==> src/swmf_pkg.sv <==
// Shared constants and types for the sliding window median filter.
// Depends on nothing; the other files that use it refer to it by scoped names.
package swmf_pkg;

    localparam int WINDOW_DEF      = 20;
    localparam int SAMPLE_BITS_DEF = 32;
    localparam int FIELD_BITS      = 32;
    localparam int NUM_CHAN        = 4;

    typedef logic signed [FIELD_BITS-1:0] t_field;

    // Commands from the controller to the datapath, one step of the item sequence each.
    typedef struct packed {
        logic load;
        logic del;
        logic ins;
        logic rd_lo;
        logic rd_hi;
        logic out_load;
    } t_dp_cmd;

    typedef struct packed {
        logic full;
    } t_dp_status;

endpackage

==> src/swmf_ctrl.sv <==
// Controller: handshakes, enable register and the per-item step sequence.
// Depends on swmf_pkg for the command and status structs.
module swmf_ctrl (
    input  logic                 i_clk,
    input  logic                 i_rst_n,
    input  logic                 i_in_valid,
    output logic                 o_in_ready,
    output logic                 o_out_valid,
    input  logic                 i_out_ready,
    input  logic                 i_cfg_valid,
    output logic                 o_cfg_ready,
    input  logic                 i_cfg_enable,
    input  swmf_pkg::t_dp_status i_status,
    output swmf_pkg::t_dp_cmd    o_cmd
);

    localparam logic [2:0] S_IDLE = 3'd0;
    localparam logic [2:0] S_DEL  = 3'd1;
    localparam logic [2:0] S_INS  = 3'd2;
    localparam logic [2:0] S_RLO  = 3'd3;
    localparam logic [2:0] S_RHI  = 3'd4;
    localparam logic [2:0] S_OUT  = 3'd5;

    logic [2:0] r_state;
    logic [2:0] n_state;
    logic       r_enable;
    logic       r_out_valid;
    logic       n_out_valid;

    assign o_cfg_ready = 1'b1;
    assign o_in_ready  = (r_state == S_IDLE);
    assign o_out_valid = r_out_valid;

    always_comb begin
        n_state = r_state;
        o_cmd   = '0;
        case (r_state)
            S_IDLE: begin
                // With the filter disabled a transfer is taken and dropped.
                if (i_in_valid && r_enable) begin
                    o_cmd.load = 1'b1;
                    n_state    = S_DEL;
                end
            end
            S_DEL: begin
                o_cmd.del = i_status.full;
                n_state   = S_INS;
            end
            S_INS: begin
                o_cmd.ins = 1'b1;
                n_state   = S_RLO;
            end
            S_RLO: begin
                o_cmd.rd_lo = 1'b1;
                n_state     = S_RHI;
            end
            S_RHI: begin
                o_cmd.rd_hi = 1'b1;
                n_state     = S_OUT;
            end
            S_OUT: begin
                if (!r_out_valid || i_out_ready) begin
                    o_cmd.out_load = 1'b1;
                    n_state        = S_IDLE;
                end
            end
            default: begin
                n_state = S_IDLE;
            end
        endcase
    end

    always_comb begin
        if (o_cmd.out_load) begin
            n_out_valid = 1'b1;
        end else if (i_out_ready) begin
            n_out_valid = 1'b0;
        end else begin
            n_out_valid = r_out_valid;
        end
    end

    always_ff @(posedge i_clk) begin
        if (!i_rst_n) begin
            r_state     <= S_IDLE;
            r_enable    <= 1'b1;
            r_out_valid <= 1'b0;
        end else begin
            r_state     <= n_state;
            r_out_valid <= n_out_valid;
            if (i_cfg_valid) begin
                r_enable <= i_cfg_enable;
            end
        end
    end

endmodule

==> config.mk <==
export PLATFORM = sky130hd
export DESIGN_NAME = swmf_ctrl
export DESIGN_NICKNAME = d
export VERILOG_FILES = /design/src/swmf_pkg.sv /design/src/swmf_ctrl.sv
export SDC_FILE = /design/constraint.sdc
export NUM_CORES = 1
export LEC_CHECK = 0
export BUFFER_PORTS_ARGS = -buffer_cell sky130_fd_sc_hd__buf_2
export CAP_MARGIN = 20
export CORE_AREA = 2 2 39 41
export CTS_BUF_LIST = sky130_fd_sc_hd__clkbuf_4
export CTS_CLUSTER_SIZE = 10
export DETAILED_ROUTE_END_ITERATION = 10
export DIE_AREA = 0 0 41 43
export HOLD_SLACK_MARGIN = 0.06
export PLACE_DENSITY = 0.54
export SLEW_MARGIN = 20
export SYNTH_ARGS = -nofsm -noshare
export SYNTH_HDL_FRONTEND = slang
export SYNTH_SLANG_ARGS = --single-unit
==> constraint.sdc <==
create_clock -name i_clk -period 1.77 [get_ports i_clk]
set_input_delay 0.0885 -clock i_clk [delete_from_list [all_inputs] [get_ports i_clk]]
set_output_delay 0.0885 -clock i_clk [all_outputs]
set_load 0.02 [all_outputs]
## Word level (Yosys, flattened, before mapping)

Index checks and enable logic that the tools add are counted.

| storage, ports and cells | value |
|---|---|
| word-level logic and storage cells | 29 |
| output and inout port bits | 9 |
| bits of input ports | 7 |
| flip-flop bits (word level) | 5 |

| cells by class | value |
|---|---|
| multiplexer cells | 13 |
| equality and inequality tests | 7 |
| reductions and logical operators | 6 |

Operator list:

| cell | number |
|---|---|
| $pmux W3 S6 | 1 |
| $mux W1 | 10 |
| $eq A3 B2 Y1 const B | 2 |
| $eq A3 B3 Y1 const B | 2 |
| $mux W3 | 2 |
| $eq A3 B1 Y1 const B | 1 |
| $logic_not A3 Y1 | 1 |
| $ne A2 B1 Y1 const B | 1 |
| $ne A2 B2 Y1 const B | 1 |
| $reduce_and A2 Y1 | 1 |
| $reduce_bool A2 Y1 | 1 |
| $logic_and A1 B1 Y1 | 1 |
| $logic_not A1 Y1 | 1 |
| $logic_or A1 B1 Y1 | 1 |

## Logic depth before layout (Yosys ltp)

| depth | value |
|---|---|
| depth in word-level cells | 5 |
| gate-level depth with buffers | 4 |
| mapped depth without buffers | 3 |

## Worst setup path after synthesis

OpenSTA, ideal clock, no wires.

| timing path | value |
|---|---|
| kind | register to output |
| start | register r_state[1] |
| end | output port o_cmd[4] (netlist bit) |
| path slack | 0.530 ns |
| path buffers | 1 |
| data arrival time | 1.152 ns |
| required time | 1.681 ns |
| cell stages (with the launch flop) | 3 |
| cells stage by stage | dfxtp_1 -> buf_4 -> nor4bb_1 |

RTL lines:

| item | RTL line | RTL |
|---|---|---|
| start, declared | swmf_ctrl.sv:24 | `logic [2:0] r_state;` |
| start signal, assigned | swmf_ctrl.sv:89 | `r_state <= n_state;` |
| end, declared | swmf_ctrl.sv:14 | `output swmf_pkg::t_dp_cmd o_cmd` |

==> results.md <==
- Outcome: complete, no violations
- Drt wl/cell: between 9 and 10 um
- Via count: roughly 260
- Die width: a little over 40 um
- Initial Util: between 20% and 30%
- Commonest cells after routing, fill and taps aside: buf_2, dfxtp_1, clkbuf_4, nand2_1
- Core area: roughly 1400 um2
- IO Port Bufs: 14
- RSZ-0062 raised after global routing: false
- First-pass detailed-route iteration total: 2
- Hold depth: 3
- # diodes: 0
- Pwr Density: around 950 nW/um2
- Commonest non-fill, non-tap cell in the layout: buf_2
- Shortest period the worst path allows: 1270 ps
- Maxcap violations: 0
- Reg2Reg Launch Point: r_state[2]
- Routed WL: ~580 um
- # rows: 14
- Post-CTS Hold Buffers: 1
- Hold Vio Cnt, Final: 0
- Worst Reg2Reg Path Length in Cells: 2
- DIE HEIGHT: approximately 43 um
- Reg2Reg Capture Point: r_state[2]
- Area of the multi-input gates: ~160 um2
- Post-Syn Instances: 34
- FF+latch count, synth: 5
- Fmax: 790 MHz
- Net Sw Power: around 0.11 mW
- TritonCTS Sinks: 5
- R2r setup slk: about 750 ps
- Startpoint Class: flip-flop
- Worst path required time: between 1500 and 2000 ps
- Root Driver: clkbuf_4
- DRC: 0
- GRT Util Overall: under 10%
- Maximum VDD drop: slightly above 0.0003 V
- Layout cells sized above 1: between 30 and 40%
- CP Class: flip-flop to primary output
- Num CTS Buffers: 3
- Clock power share: just under 40%
- Hold WC Path Type: primary input to flip-flop
- Initial antenna violation count: 0
- HPWL Detailed: between 400 and 500 um
- First-pass GRT wire length: between 800 and 900 um
- Yosys Warn Count: 0
- Top cell type's share of synthesized area: 34.0%
- CP endpoint kind: primary output
- Die area: around 1800 um2
- Sequential share of power: a little under two fifths
- Internal: approximately 0.26 mW
- Hold wc startpoint: i_cfg_enable
- CTS tree: done
- H-tree Lvls: 1
- Final Max Slew Viols: 0
- Area grow syn2layout: 31.5%
- Post-synth cell types: 20
- Final Skew: 0.362 ps
- Post-layout power: around 0.37 mW
- Post-synth top area cell: dfxtp_1
- RePlAce Congestion: around 0.72
- CTS Buffer Depth: 2
- Post CTS Setup Buffer Count: 0
- Syn_nets: 41
- Residual overflow from global routing: 0
- Post-Route Utilization: about 28%
- Largest net degree at the start of global routing: 11
- Post-cts gate resize count: 0
- Top Ports: 16
- Syn_area_per_cell: slightly below 9 um2
- Top cells by area, synth: dfxtp_1, buf_4, nor3b_1, nand2b_1, nand2_1
- Initial drt markers: 3
- Final period util: 71.5%
- Worst Path Max Fanout: 9
- ANT nets after route: 0
- Post-Syn Area: 294 um2
- Switching fraction of total power: 28.7%
- Layout fillers: about 150
- Crit path arrival time: ~1200 ps
- Final TNS setup: 0 ps
- Worst Hold Path EP: r_enable
- Vias/cell: roughly 4
- Comb pwr share: 22.4%
- Register area: 100 um2
- Seq/Total Area, Yosys: between 30% and 40%
- Later-pin clock latency in the skew report: 240 ps
- Worst-path clk slew: roughly 40 ps
- Layout net count: 56
- Final setup violation count: 0
- Leak: 0.190 nW
- Vias in the first global route: between 200 and 250
stage by stage:
| step | instance area [um2] | setup WS [ps] | hold slack (ps) | instances |
|---|---|---|---|---|
| after floorplan | 294 | 530 | 150 | 34 |
| after global placement | 347 | 751 | 301 | 59 |
| after detailed placement | 347 | 749 | 311 | 59 |
| after CTS | 387 | 487 | 65.0 | 64 |
| after global routing | 387 | 434 | 77.7 | 64 |
| final | 387 | 504 | 70.2 | 64 |
final cells by class:
type / instances / share of cell area [%]
Clock buffer: 4 / 7.77
Multi-Input combinational cell: 24 / 40.5
Sequential cell: 5 / 25.9
Tap cell: 16 / 5.18
Timing Repair Buffer: 15 / 20.7
logic make-up (layout without fill, tap and decap cells):
group | after synthesis | count (layout) | share of synthesized area (%)
other | 1 | 1 | 1.28
buffers and inverters | 5 | 19 | 12.8
AOI/OAI and AO/OA | 5 | 5 | 11.5
muxes | 1 | 1 | 3.40
DFF | 5 | 5 | 34.0
xor gates and xnor gates | 1 | 1 | 2.98
and+or+nand+nor | 16 | 16 | 34.0
synth_stat cells (all sizes together):
master and number:
nand3b 1, mux2i 1, nor3 1, nor2b 1, and3b 1, o21a 1
conb 1, nor3b 2, buf 5, a211o 1, and3 1, nor4bb 1
nand2b 2, a21boi 1, nand3 1, dfxtp 5, nand2 3, xnor2 1
a21oi 2, nor2 2
worst max path at each step:
| stage | slack, ps | endpoint | depth (start not counted) | from |
|---|---|---|---|---|
| detailed placement | 750 | o_cmd[4] | 2 | r_state[0] |
| floorplan | 530 | o_cmd[4] | 2 | r_state[1] |
| finish | 500 | o_cmd[4] | 2 | r_state[0] |
| global placement | 750 | r_state[2] | 2 | r_state[2] |
| CTS | 490 | o_cmd[4] | 2 | r_state[0] |
| global route | 430 | o_cmd[4] | 2 | r_state[0] |
sequential cells by signal, indices dropped and copies added (netlist names):
name,flops
r_enable,1
r_state,3
o_out_valid,1
per-layer routing:
layer  part of all wire, %  vias to the layer above  global-route usage [%]  wire, um
met5                     0                        -                       0         0
met2                    43                        9                    9.06       249
met4                     0                        0                    4.00         0
li1                      -                      139                       -         -
met3                   9.5                        0                    7.85        55
met1                    47                      113                    8.41       275
critical path: stages, from the launching register on:
cell	delay (ps)
dfxtp_1	490
nor4bb_1	240
buf_2	210
power groups by stage:
stage	combinational [mW]	clock (mW)	sequential [mW]
final	0.0823	0.146	0.140
after global routing	0.0880	0.163	0.142
after CTS	0.0831	0.155	0.139
after detailed placement	0.0809	0	0.142
after global placement	0.0811	0	0.141
after floorplan	0.0791	0	0.126
No activity file was read; power rests on OpenSTA's default activity.
